`src/hw/rtl/dotf_pkg.sv`:
```
package dotf_pkg;

  localparam int unsigned MaxAreaBytes = 1024;

  localparam logic [7:0] EndCode = 8'hff;
  localparam logic [7:0] PadCode = 8'h00;

  typedef enum logic [1:0] {
    PH_DONE = 2'd0,
    PH_CODE = 2'd1,
    PH_LEN  = 2'd2,
    PH_SKIP = 2'd3
  } phase_e;

  typedef enum logic [1:0] {
    ST_FOUND   = 2'd0,
    ST_END     = 2'd1,
    ST_OVERRUN = 2'd2,
    ST_EXHAUST = 2'd3
  } status_e;

  typedef struct packed {
    logic [9:0] option_offset;
    status_e    status;
  } result_t;

  typedef struct packed {
    logic [10:0] area_length;
    logic [7:0]  option_byte;
  } item_t;

endpackage

```
`src/hw/rtl/dotf_scan.sv`:
```
module dotf_scan (
  input  logic              clk_i,
  input  logic              rst_ni,
  input  logic              item_valid_i,
  input  dotf_pkg::item_t   item_i,
  input  logic              first_byte_i,
  input  logic [7:0]        target_code_i,
  output logic              res_valid_o,
  output dotf_pkg::result_t res_o
);

  dotf_pkg::phase_e phase_q, phase_d;
  logic [10:0] pos_q, pos_d;
  logic [10:0] size_q, size_d;
  logic [9:0]  start_q, start_d;
  logic [7:0]  skip_q, skip_d;
  logic        match_q, match_d;

  // State as seen after an area restart, if any
  dotf_pkg::phase_e phase_e0;
  logic [10:0] pos_e, size_e, len_clamp;
  logic [9:0]  start_e;
  logic [7:0]  skip_e, skip_dec, b;
  logic        match_e;
  logic [11:0] nxt, rec_end;
  logic        at_end;

  assign b = item_i.option_byte;
  assign len_clamp = (item_i.area_length > 11'(dotf_pkg::MaxAreaBytes)) ?
                     11'(dotf_pkg::MaxAreaBytes) : item_i.area_length;

  always_comb begin
    if (first_byte_i) begin
      phase_e0 = dotf_pkg::PH_CODE;
      pos_e    = '0;
      size_e   = len_clamp;
      start_e  = '0;
      skip_e   = '0;
      match_e  = 1'b0;
    end else begin
      phase_e0 = phase_q;
      pos_e    = pos_q;
      size_e   = size_q;
      start_e  = start_q;
      skip_e   = skip_q;
      match_e  = match_q;
    end
  end

  assign nxt      = {1'b0, pos_e} + 12'd1;
  assign rec_end  = nxt + {4'd0, b};
  assign at_end   = nxt >= {1'b0, size_e};
  assign skip_dec = skip_e - 8'd1;

  always_comb begin
    phase_d     = phase_q;
    pos_d       = pos_q;
    size_d      = size_q;
    start_d     = start_q;
    skip_d      = skip_q;
    match_d     = match_q;
    res_valid_o = 1'b0;
    res_o.status        = dotf_pkg::ST_FOUND;
    res_o.option_offset = '0;
    if (item_valid_i) begin
      phase_d = phase_e0;
      pos_d   = pos_e;
      size_d  = size_e;
      start_d = start_e;
      skip_d  = skip_e;
      match_d = match_e;
      if (first_byte_i && (size_e == '0)) begin
        res_valid_o  = 1'b1;
        res_o.status = dotf_pkg::ST_EXHAUST;
        phase_d      = dotf_pkg::PH_DONE;
      end else if (phase_e0 != dotf_pkg::PH_DONE) begin
        pos_d = nxt[10:0];
        case (phase_e0)
          dotf_pkg::PH_CODE: begin
            if (b == dotf_pkg::EndCode) begin
              res_valid_o = 1'b1;
              phase_d     = dotf_pkg::PH_DONE;
              if (target_code_i == dotf_pkg::EndCode) begin
                res_o.option_offset = pos_e[9:0];
              end else begin
                res_o.status = dotf_pkg::ST_END;
              end
            end else if (b == dotf_pkg::PadCode) begin
              if (target_code_i == dotf_pkg::PadCode) begin
                res_valid_o         = 1'b1;
                res_o.option_offset = pos_e[9:0];
                phase_d             = dotf_pkg::PH_DONE;
              end else if (at_end) begin
                res_valid_o  = 1'b1;
                res_o.status = dotf_pkg::ST_EXHAUST;
                phase_d      = dotf_pkg::PH_DONE;
              end
            end else if (at_end) begin
              res_valid_o  = 1'b1;
              res_o.status = dotf_pkg::ST_OVERRUN;
              phase_d      = dotf_pkg::PH_DONE;
            end else begin
              start_d = pos_e[9:0];
              match_d = (b == target_code_i);
              phase_d = dotf_pkg::PH_LEN;
            end
          end
          dotf_pkg::PH_LEN: begin
            if (rec_end > {1'b0, size_e}) begin
              res_valid_o  = 1'b1;
              res_o.status = dotf_pkg::ST_OVERRUN;
              phase_d      = dotf_pkg::PH_DONE;
            end else if (match_e) begin
              res_valid_o         = 1'b1;
              res_o.option_offset = start_e;
              phase_d             = dotf_pkg::PH_DONE;
            end else if (b == 8'd0) begin
              if (at_end) begin
                res_valid_o  = 1'b1;
                res_o.status = dotf_pkg::ST_EXHAUST;
                phase_d      = dotf_pkg::PH_DONE;
              end else begin
                phase_d = dotf_pkg::PH_CODE;
              end
            end else begin
              skip_d  = b;
              phase_d = dotf_pkg::PH_SKIP;
            end
          end
          dotf_pkg::PH_SKIP: begin
            skip_d = skip_dec;
            if (skip_dec == 8'd0) begin
              if (at_end) begin
                res_valid_o  = 1'b1;
                res_o.status = dotf_pkg::ST_EXHAUST;
                phase_d      = dotf_pkg::PH_DONE;
              end else begin
                phase_d = dotf_pkg::PH_CODE;
              end
            end
          end
          default: begin
            phase_d = dotf_pkg::PH_DONE;
          end
        endcase
      end
    end
  end

  always_ff @(posedge clk_i or negedge rst_ni) begin
    if (!rst_ni) begin
      phase_q <= dotf_pkg::PH_DONE;
      pos_q   <= '0;
      size_q  <= '0;
      start_q <= '0;
      skip_q  <= '0;
      match_q <= 1'b0;
    end else begin
      phase_q <= phase_d;
      pos_q   <= pos_d;
      size_q  <= size_d;
      start_q <= start_d;
      skip_q  <= skip_d;
      match_q <= match_d;
    end
  end

endmodule

```
`src/hw/rtl/dotf_out_buf.sv`:
```
module dotf_out_buf (
  input  logic              clk_i,
  input  logic              rst_ni,
  input  logic              push_i,
  input  dotf_pkg::result_t push_data_i,
  output logic              ready_o,
  output logic              valid_o,
  input  logic              pop_ready_i,
  output dotf_pkg::result_t data_o
);

  logic              out_valid_q, skid_valid_q;
  dotf_pkg::result_t out_q, skid_q;
  logic              load_out;

  assign ready_o  = !skid_valid_q;
  assign valid_o  = out_valid_q;
  assign data_o   = out_q;
  // Output slot frees up when empty or being taken
  assign load_out = !out_valid_q || pop_ready_i;

  always_ff @(posedge clk_i or negedge rst_ni) begin
    if (!rst_ni) begin
      out_valid_q  <= 1'b0;
      skid_valid_q <= 1'b0;
    end else if (load_out) begin
      if (skid_valid_q) begin
        out_valid_q  <= 1'b1;
        skid_valid_q <= 1'b0;
      end else begin
        out_valid_q <= push_i;
      end
    end else if (push_i) begin
      skid_valid_q <= 1'b1;
    end
  end

  always_ff @(posedge clk_i) begin
    if (load_out) begin
      out_q <= skid_valid_q ? skid_q : push_data_i;
    end else if (push_i) begin
      skid_q <= push_data_i;
    end
  end

endmodule

```
`src/hw/rtl/dhcp_option_tlv_finder.sv`:
```
// DHCP option TLV finder.
// Slave stream: one byte of the options area (after the magic cookie) per
// transfer. tuser marks the first byte of an area; on that transfer the area
// length in tdata is sampled (clamped to 1024). Master stream: at most one
// result per area: status (found, end option first, record overrun, area
// exhausted) and the found option's code byte position.
// The searched code is written on target_code_we_i/target_code_i while idle.
// Throughput: one byte per cycle while s_tready is high. Each accepted byte
// updates the scan state in the same cycle and a result is registered at
// that edge, into the result register or, if that is held, the skid one.
// A result register plus a skid register sit on the master side: s_tready
// drops only when both are full, i.e. after the receiver has stalled with
// two results pending. Bytes after a decision and before the next first
// byte are absorbed without output.
// Reset: scan idles (bytes ignored until a first byte), target code 255,
// output buffer empty.
module dhcp_option_tlv_finder (
  input  logic        clk_i,
  input  logic        rst_ni,
  input  logic        s_axis_tvalid_i,
  output logic        s_axis_tready_o,
  input  logic [23:0] s_axis_tdata_i,  // [7:0] option_byte, [18:8] area_length, rest zero
  input  logic        s_axis_tuser_i,  // [0] first_byte
  output logic        m_axis_tvalid_o,
  input  logic        m_axis_tready_i,
  output logic [15:0] m_axis_tdata_o,  // [1:0] status, [11:2] option_offset, rest zero
  input  logic        target_code_we_i,
  input  logic [7:0]  target_code_i
);

  logic [7:0]        target_code_q;
  logic              accept;
  logic              res_valid;
  dotf_pkg::result_t res;
  dotf_pkg::result_t out_res;
  dotf_pkg::item_t   item;

  assign item   = dotf_pkg::item_t'(s_axis_tdata_i[18:0]);
  assign accept = s_axis_tvalid_i && s_axis_tready_o;

  always_ff @(posedge clk_i or negedge rst_ni) begin
    if (!rst_ni) begin
      target_code_q <= dotf_pkg::EndCode;
    end else if (target_code_we_i) begin
      target_code_q <= target_code_i;
    end
  end

  // Scan state advances on every accepted byte
  dotf_scan u_scan (
    .clk_i        (clk_i),
    .rst_ni       (rst_ni),
    .item_valid_i (accept),
    .item_i       (item),
    .first_byte_i (s_axis_tuser_i),
    .target_code_i(target_code_q),
    .res_valid_o  (res_valid),
    .res_o        (res)
  );

  // Hold results while the receiver stalls
  dotf_out_buf u_out_buf (
    .clk_i       (clk_i),
    .rst_ni      (rst_ni),
    .push_i      (res_valid),
    .push_data_i (res),
    .ready_o     (s_axis_tready_o),
    .valid_o     (m_axis_tvalid_o),
    .pop_ready_i (m_axis_tready_i),
    .data_o      (out_res)
  );

  assign m_axis_tdata_o = {4'd0, out_res};

endmodule
```
`config.mk`:
```
export PLATFORM = sky130hd
export DESIGN_NAME = dhcp_option_tlv_finder
export DESIGN_NICKNAME = d
export VERILOG_FILES = /design/src/hw/rtl/dotf_pkg.sv /design/src/hw/rtl/dotf_scan.sv /design/src/hw/rtl/dotf_out_buf.sv /design/src/hw/rtl/dhcp_option_tlv_finder.sv
export SDC_FILE = /design/constraint.sdc
export NUM_CORES = 1
export LEC_CHECK = 0
export ABC_CLOCK_PERIOD_IN_PS = 4600
export BUFFER_PORTS_ARGS = -buffer_cell sky130_fd_sc_hd__buf_2
export CAP_MARGIN = 10
export CELL_PAD_IN_SITES_DETAIL_PLACEMENT = 0
export CELL_PAD_IN_SITES_GLOBAL_PLACEMENT = 1
export CORE_UTILIZATION = 42
export DETAILED_ROUTE_END_ITERATION = 10
export PLACE_DENSITY_LB_ADDON = 0.1
export REMOVE_ABC_BUFFERS = 1
export SETUP_SLACK_MARGIN = 0.05
export SLEW_MARGIN = 20
export SYNTH_ARGS = -nofsm -noshare
export SYNTH_HDL_FRONTEND = slang
export SYNTH_SLANG_ARGS = --single-unit
```
`constraint.sdc`:
```
create_clock -name clk_i -period 4.6 [get_ports clk_i]
set_clock_uncertainty 0.15 [all_clocks]
set_input_delay 0 -clock clk_i [delete_from_list [all_inputs] [get_ports clk_i]]
set_output_delay 0 -clock clk_i [all_outputs]
set_load 0.01 [all_outputs]
```
==> results.py, run 1 <==
metrics = {
    "worst_setup_path": {
        "end_kind": "flop",
        "rrSetupSlack_ns": 0.22,
        "startpoint_type": "flop",
        "worst_r2r_endpoint": "u_out_buf.data_o[0]$_DFFE_PN_",
        "worst_r2r_path_depth": 18,
        "cp_max_fo": 4,
        "r2r_start": "u_scan.pos_q[1]$_DFFE_PN0P_",
        "critPathKind": "reg2reg",
        "cp_data_arrival_time_ns": 4.33,
        "crit_required_ns": 4.55,
    },
    "die": {
        "core-area_um2": 12820,
        "num_rows": 41,
        "initial_core_util_pct": 43.62,
        "die_w_um": 117.4,
        "ios": 56,
        "die_h_um": 117.4,
        "die-area_um2": 13790,
    },
    "sta": {
        "max_slew.worst_pin.slew_ns": 1.098,
        "setup_viol": 0,
        "post-route-period-util_pct": 95.26,
        "maxSlewViolCount": 0,
        "setup_tns_ns": 0,
        "timing.fmax_mhz": 228.2,
        "fin_crit_ns": 4.382,
        "slew_headroom_pct": 26.48,
        "worst_slack_ns": 0.2179,
        "rsz0062_at_grt": "true",
        "final-hold-violation-count": 0,
        "fin_hold_ws_ns": 0.03287,
    },
    "global_routing": {
        "grt_pass1_wl_mm": 27.28,
        "grt_overflow": 0,
        "antenna_found_initial": 0,
        "grt_pass1_vias": 5062,
        "grt_usage_pct": 25.42,
        "grt_max_degree": 54,
    },
    "cells_and_area": {
        "layout_common_cells": "buf_4, nand2_1, buf_2, nor2_1, dfrtp_1",
        "antenna_cells": 0,
        "fin_area_um2": 7193,
        "final_common_cell": "buf_4",
        "utilization_pct": 56.09,
        "drive_gt1_share_pct": 24.69,
        "areaGrowthSynthToFinish_pct": 28.58,
        "nets": 810,
    },
    "pwr": {
        "seq_power_share_pct": 33.7,
        "combPwrFrac_pct": 35.7,
        "swShare_pct": 35.01,
        "internal-power_uw": 1676,
        "clkPwrFrac_pct": 30.7,
        "power_density_nw_per_um2": 358.4,
        "vdd_drop_max_mv": 0.1611,
        "power_switching_uw": 902.5,
        "leakage_uw": 0.003197,
    },
    "placement": {
        "gp_congestion": 0.8656,
        "place_area_um2": 6297,
        "place_ws_ns": -0.2206,
        "placement.io_buffers": 46,
        "dp_hpwl_mm": 12.11,
    },
    "yosys": {
        "synth-seq-cells": 77,
        "ys.flop_type": "dfrtp_1",
        "syn_avg_cell_area_um2": 9.052,
        "synth_edf_count": 24,
        "async_reset_ff_share_pct": 68.83,
        "yosysWarnings": 0,
        "synthCells": 618,
        "synth.cell_area_um2": 5594,
        "ys_seq_area_share_pct": 36.77,
        "synth.distinct_cells": 69,
    },
    "detailed_routing": {
        "drt.antenna.violating_nets": 0,
        "route.detailed.drc": 0,
        "vias": 5308,
        "post_drt_wl_per_cell_um": 18.89,
        "finalWirelength_mm": 17.17,
        "dr.pass1.iters": 5,
        "vias_per_cell": 5.839,
        "drt_iter0_markers": 422,
    },
    "cts": {
        "numClockSinks": 77,
        "cts_max_level": 3,
        "cts_max_path_buffers": 2,
        "cts_root_buffer": "clkbuf_16",
        "cts_tree": "done",
        "cts_buffers": 9,
        "clk_pin_slew_worst_paths_ns": 0.06,
        "clk_latency_ns": 0.34,
    },
    "worst_hold_path": {
        "hp-class": "in2reg",
        "whs_endpoint": "u_scan.skip_q[1]$_DFFE_PN0P_",
        "hp-start": "s_axis_tdata_i[1]",
        "hold_path_depth": 3,
    },
    "status": {
        "status": "complete, no violations",
    },
    "flow_run": {
        "maxCapViolations": 0,
    },
}
area by class of cell:
cell class                 count  area (um2)
clock inverter                 7       97.59
timing repair buffer         141        1040
tap                          172       215.2
multi-input combinational    483        3483
clock buffer                   9       225.2
inverter                      20       75.07
sequential                    77        2057
fill                        1180        5632
synthesized netlist by cell type, types with 10 or more instances:
cell type | n | area [um2]
clkbuf_1 | 30 | 112.6
ha_1 | 39 | 488.0
nor2b_1 | 15 | 93.84
edfxtp_1 | 24 | 720.7
a22oi_1 | 19 | 142.6
a21oi_1 | 36 | 180.2
xnor2_1 | 13 | 113.9
a21o_1 | 13 | 97.59
a221o_1 | 14 | 140.1
and2_1 | 12 | 75.07
nand4_1 | 13 | 81.33
nand3_1 | 15 | 75.07
a31oi_1 | 10 | 62.56
dfrtp_1 | 45 | 1126
nor2_1 | 48 | 180.2
nand2_1 | 55 | 206.5
o21ai_0 | 32 | 160.2
a22o_1 | 17 | 148.9
inv_1 | 20 | 75.07
xor2_1 | 13 | 113.9
nor4_1 | 14 | 87.58
how the worst max path moves through the flow:
stage / from / to / slack (ns) / cells past startpoint
after global routing: u_scan.pos_q[2]$_DFFE_PN0P_ / u_out_buf.data_o[2]$_DFFE_PN_ / 0.01 / 20
after floorplan: u_scan.pos_q[0]$_DFFE_PN0P_ / u_out_buf.data_o[10]$_DFFE_PN_ / -0.50 / 17
after global placement: u_scan.pos_q[0]$_DFFE_PN0P_ / u_out_buf.skid_q[8]$_DFFE_PP_ / -0.13 / 19
after detailed placement: u_scan.pos_q[0]$_DFFE_PN0P_ / u_out_buf.data_o[11]$_DFFE_PN_ / -0.22 / 19
final: u_scan.pos_q[1]$_DFFE_PN0P_ / u_out_buf.data_o[0]$_DFFE_PN_ / 0.22 / 18
after CTS: u_scan.pos_q[0]$_DFFE_PN0P_ / u_scan.skip_q[4]$_DFFE_PN0P_ / 0.07 / 19
metal layers:
| metal | global-route usage, % | wire, um |
|---|---|---|
| met1 | 33.84 | 7784 |
| met4 | 7.468 | 391 |
| met2 | 43.12 | 8245 |
| met3 | 3.016 | 751 |
| met5 | 0 | 0 |
power groups by stage:
stage                     Combinational, uW  Clock (uW)  Sequential, uW
after global routing                   1010         837             881
after CTS                               859         805             862
final                                   920         791             868
after detailed placement                819           0             875
after global placement                  808           0             872
after floorplan                         503           0             866
through the flow:
step	cells	power, uW
after floorplan	580	1369
after global placement	854	1680
after detailed placement	854	1694
after CTS	905	2526
after global routing	909	2732
final	909	2578
logic make-up after synthesis:
| family | Yosys count | synth area share [%] |
|---|---|---|
| flip-flops | 77 | 36.77 |
| AO/OA/AOI/OAI | 188 | 23.66 |
| adder cells (fa/ha/maj) | 40 | 9.081 |
| multiplexers | 9 | 1.789 |
| other | 1 | 0.06703 |
| XOR/XNOR | 26 | 4.071 |
| buffers and inverters | 61 | 4.496 |
| AND/OR/NAND/NOR | 216 | 20.06 |
worst max-delay path, stage by stage, from the launching register on:
cell	delay [ns]
dfrtp_1	0.41
nor2b_1	0.14
ha_1	0.23
xnor2_2	0.15
ha_1	0.29
a21o_1	0.18
a21o_1	0.19
a21o_1	0.19
a21oi_2	0.17
o21ai_2	0.09
nand3_1	0.10
xnor2_1	0.08
ha_1	0.36
nand4_1	0.10
o211ai_1	0.26
o22a_4	0.24
nor4_1	0.08
or4b_1	0.51
a22o_1	0.21
what timing repair did:
action,in CTS,in global routing
resized for setup,6,38
buffers inserted,1,4
hold buffers,34,0
setup endpoints to repair,25,47
hold endpoints to repair,70,0
pin swaps,0,26
flip-flops by register name, summed over array words and instances (netlist names):
signal	cells
target_code_q	8
u_out_buf.data_o	12
u_out_buf.skid_q	12
u_scan.skip_q	8
u_scan.phase_q	2
u_scan.size_q	11
u_scan.match_q	1
u_out_buf.skid_valid_q	1
u_out_buf.valid_o	1
u_scan.pos_q	11
u_scan.start_q	10
Power figures use the tool's default switching activity.
==> inputs of run 2 (changes only) <==
--- a/config.mk
+++ b/config.mk
@@ -5,12 +5,12 @@
 export SDC_FILE = /design/constraint.sdc
 export NUM_CORES = 1
 export LEC_CHECK = 0
-export ABC_CLOCK_PERIOD_IN_PS = 4600
+export ABC_CLOCK_PERIOD_IN_PS = 4450
 export BUFFER_PORTS_ARGS = -buffer_cell sky130_fd_sc_hd__buf_2
 export CAP_MARGIN = 10
 export CELL_PAD_IN_SITES_DETAIL_PLACEMENT = 0
 export CELL_PAD_IN_SITES_GLOBAL_PLACEMENT = 1
-export CORE_UTILIZATION = 42
+export CORE_UTILIZATION = 46
 export DETAILED_ROUTE_END_ITERATION = 10
 export PLACE_DENSITY_LB_ADDON = 0.1
 export REMOVE_ABC_BUFFERS = 1
==> constraint.sdc (replaced) <==
create_clock -name clk_i -period 4.45 [get_ports clk_i]
set_clock_uncertainty 0.15 [all_clocks]
set_input_delay 0 -clock clk_i [delete_from_list [all_inputs] [get_ports clk_i]]
set_output_delay 0 -clock clk_i [all_outputs]
set_load 0.01 [all_outputs]
==> run 2 against run 1 <==
- the flow now finishes with violations (design-rule violations, negative hold slack, negative setup slack)
- setup slack worse by 0.32 ns
- cell area rose by 2.3%
- sequential cell count did not move
- die area fell by 8.6%
- critical path depth rose by 2
- global-route usage grew 4.3 points
- clock power down 10%
- register-to-register slack worse by 0.32 ns
- hold slack lost 0.035 ns
==> results.py, run 2 (same netlist as run 1, synthesis figures left out) <==
metrics = {
    "global_routing": {
        "grt_pass1_wl_mm": 29.01,
        "grt_overflow": 0,
        "grt_pass1_vias": 5549,
        "antenna_found_initial": 0,
        "grt_util_met3_pct": 5.508,
        "top_usage_layer": "met2",
        "use_met1_pct": 37.76,
        "grt_usage_pct": 29.74,
        "grt_max_degree": 54,
        "globalRouteMet2Util_pct": 50.23,
    },
    "detailed_routing": {
        "vias": 5544,
        "vias_per_cell": 6.146,
        "post_drt_wl_per_cell_um": 20.04,
        "finalWirelength_mm": 18.08,
        "route.detailed.drc": 2,
        "drt.antenna.violating_nets": 0,
        "dr.pass1.iters": 10,
        "drt_iter0_markers": 437,
    },
    "pwr": {
        "combPwrFrac_pct": 39.3,
        "power_density_nw_per_um2": 360.8,
        "clkPwrFrac_pct": 26.8,
        "power_switching_uw": 972.9,
        "leakage_uw": 0.003306,
        "internal-power_uw": 1682,
        "seq_power_share_pct": 33.9,
        "vdd_drop_max_mv": 0.2034,
        "swShare_pct": 36.64,
    },
    "worst_setup_path": {
        "cp_top_family": "compound AO/OA/AOI/OAI gates",
        "rrSetupSlack_ns": -0.10,
        "crit_required_ns": 4.40,
        "startpoint_type": "flop",
        "critPathKind": "reg2reg",
        "cpMostUsedCell": "a21o_1",
        "end_kind": "flop",
        "cp_slowest_stage_delay_ns": 0.51,
        "startpoint": "u_scan.pos_q[0]$_DFFE_PN0P_",
        "cp_data_arrival_time_ns": 4.50,
        "critPathBufInv": 4,
        "crit_chain": "nor2b_4, inv_2, ha_4, fa_2, a21o_1, a21o_1, a21o_1, a21oi_2, buf_4, xnor2_1, ha_1, and4_1, nand4_1, a21oi_2, buf_4, o22a_1, buf_6, nor4_2, or4b_1, a22o_1",
        "r2r_start": "u_scan.pos_q[0]$_DFFE_PN0P_",
        "cp_slowest_cell": "or4b_1",
        "cp_max_fo": 4,
    },
    "sta": {
        "setup_viol": 3,
        "final-hold-violation-count": 1,
        "maxSlewViolCount": 0,
        "timing.fmax_mhz": 219.7,
        "slew_headroom_pct": 30.16,
        "fin_crit_ns": 4.551,
        "rsz0062_at_grt": "true",
        "post-route-period-util_pct": 102.3,
        "fin_hold_ws_ns": -0.002532,
        "setup_tns_ns": -0.1253,
        "max_slew.worst_pin.slew_ns": 1.043,
        "worst_slack_ns": -0.1011,
    },
    "die": {
        "ios": 56,
        "die-area_um2": 12610,
        "die_h_um": 112.3,
        "num_rows": 39,
        "die_w_um": 112.3,
        "initial_core_util_pct": 48.17,
        "core-area_um2": 11610,
    },
    "cts": {
        "cts_max_path_buffers": 2,
        "clk_pin_slew_worst_paths_ns": 0.07,
        "cts_buffers": 9,
        "cts_tree": "done",
        "numClockSinks": 77,
        "cts_root_buffer": "clkbuf_16",
        "cts_max_level": 3,
        "clk_latency_ns": 0.36,
    },
    "cells_and_area": {
        "nets": 832,
        "fin_area_um2": 7360,
        "drive_gt1_share_pct": 28.06,
        "layout_common_cells": "buf_4, nand2_1, buf_2, nor2_1, dfrtp_1",
        "areaGrowthSynthToFinish_pct": 31.56,
        "antenna_cells": 0,
        "final_common_cell": "buf_4",
    },
    "placement": {
        "gp_congestion": 0.8622,
        "placement.io_buffers": 46,
        "dp_hpwl_mm": 12.23,
        "place_area_um2": 6351,
    },
    "status": {
        "failed_checks": "design-rule violations, negative hold slack, negative setup slack",
        "status": "complete, but fails checks",
    },
    "worst_hold_path": {
        "hp-class": "in2reg",
        "hp-start": "s_axis_tdata_i[18]",
    },
    "flow_run": {
        "maxCapViolations": 0,
    },
}
## run 2: cell types whose count changed in the layout (fill, tap and decap cells not counted), sizes merged
cell	change
buf	+21
bufinv	-2
clkbuf	+1
clkinv	+3
clkinvlp	-1
inv	-1
nor2b	+1
## run 2: area by class of cell
cell class	instances	area [um2]
Fill cell	1019	4254
Timing Repair Buffer	162	1226
Clock buffer	10	229.0
Sequential cell	77	2059
Clock inverter	6	47.55
Tap cell	143	178.9
Multi-Input combinational cell	484	3543
Inverter	20	75.07
## run 2: worst min-delay path: stages
cell     delay [ns]
buf_2          0.14
mux2i_1        0.15
a21oi_1        0.16
## run 2: routing by layer
layer	vias up	routed length, um
met2	192	8710
met5	-	0
met1	2698	7964
met3	43	916
li1	2611	-
met4	0	488
## run 2: stage by stage
step / hold slack, ns / setup slack (ns) / cells / total power (uW) / utilization [%]
global route: 0.01937 / -0.2366 / 902 / 2803 / 63.37
CTS: 0.006264 / 0.01255 / 895 / 2586 / 61.80
floorplan: -0.4456 / -0.6501 / 580 / 1415 / -
finish: -0.002532 / -0.1011 / 902 / 2655 / 63.37
global placement: 0.03748 / -0.3142 / 837 / 1763 / 54.69
detailed placement: 0.04628 / -0.4077 / 837 / 1778 / 54.69
## run 2: timing repair
item / 4_1_cts / 5_1_grt
resized for setup: 34 / 26
setup endpoints to repair: 48 / 47
pin swaps: 32 / 25
hold endpoints to repair: 70 / 0
hold buffers: 34 / 0
buffers inserted: 9 / 6
gates cloned: 0 / 1
## run 2: power groups by stage
stage / clock network (uW) / logic (uW) / registers (uW)
4_1_cts: 713 / 977 / 896
5_1_grt: 750 / 1140 / 913
2_1_floorplan: 0 / 520 / 896
3_3_place_gp: 0 / 860 / 903
6_report: 711 / 1040 / 901
3_5_place_dp: 0 / 873 / 905
## run 2: worst paths after layout
path / end / depth (start not counted)
setup reg to reg: u_out_buf.data_o[0]$_DFFE_PN_ / 20
hold reg to reg: u_scan.size_q[3]$_DFFE_PN0P_ / 2
hold / removal: u_scan.size_q[10]$_DFFE_PN0P_ / 3
min in group asynchronous: u_scan.size_q[0]$_DFFE_PN0P_ / 3
max in group asynchronous: u_scan.pos_q[2]$_DFFE_PN0P_ / 3
setup / recovery: u_out_buf.data_o[0]$_DFFE_PN_ / 20
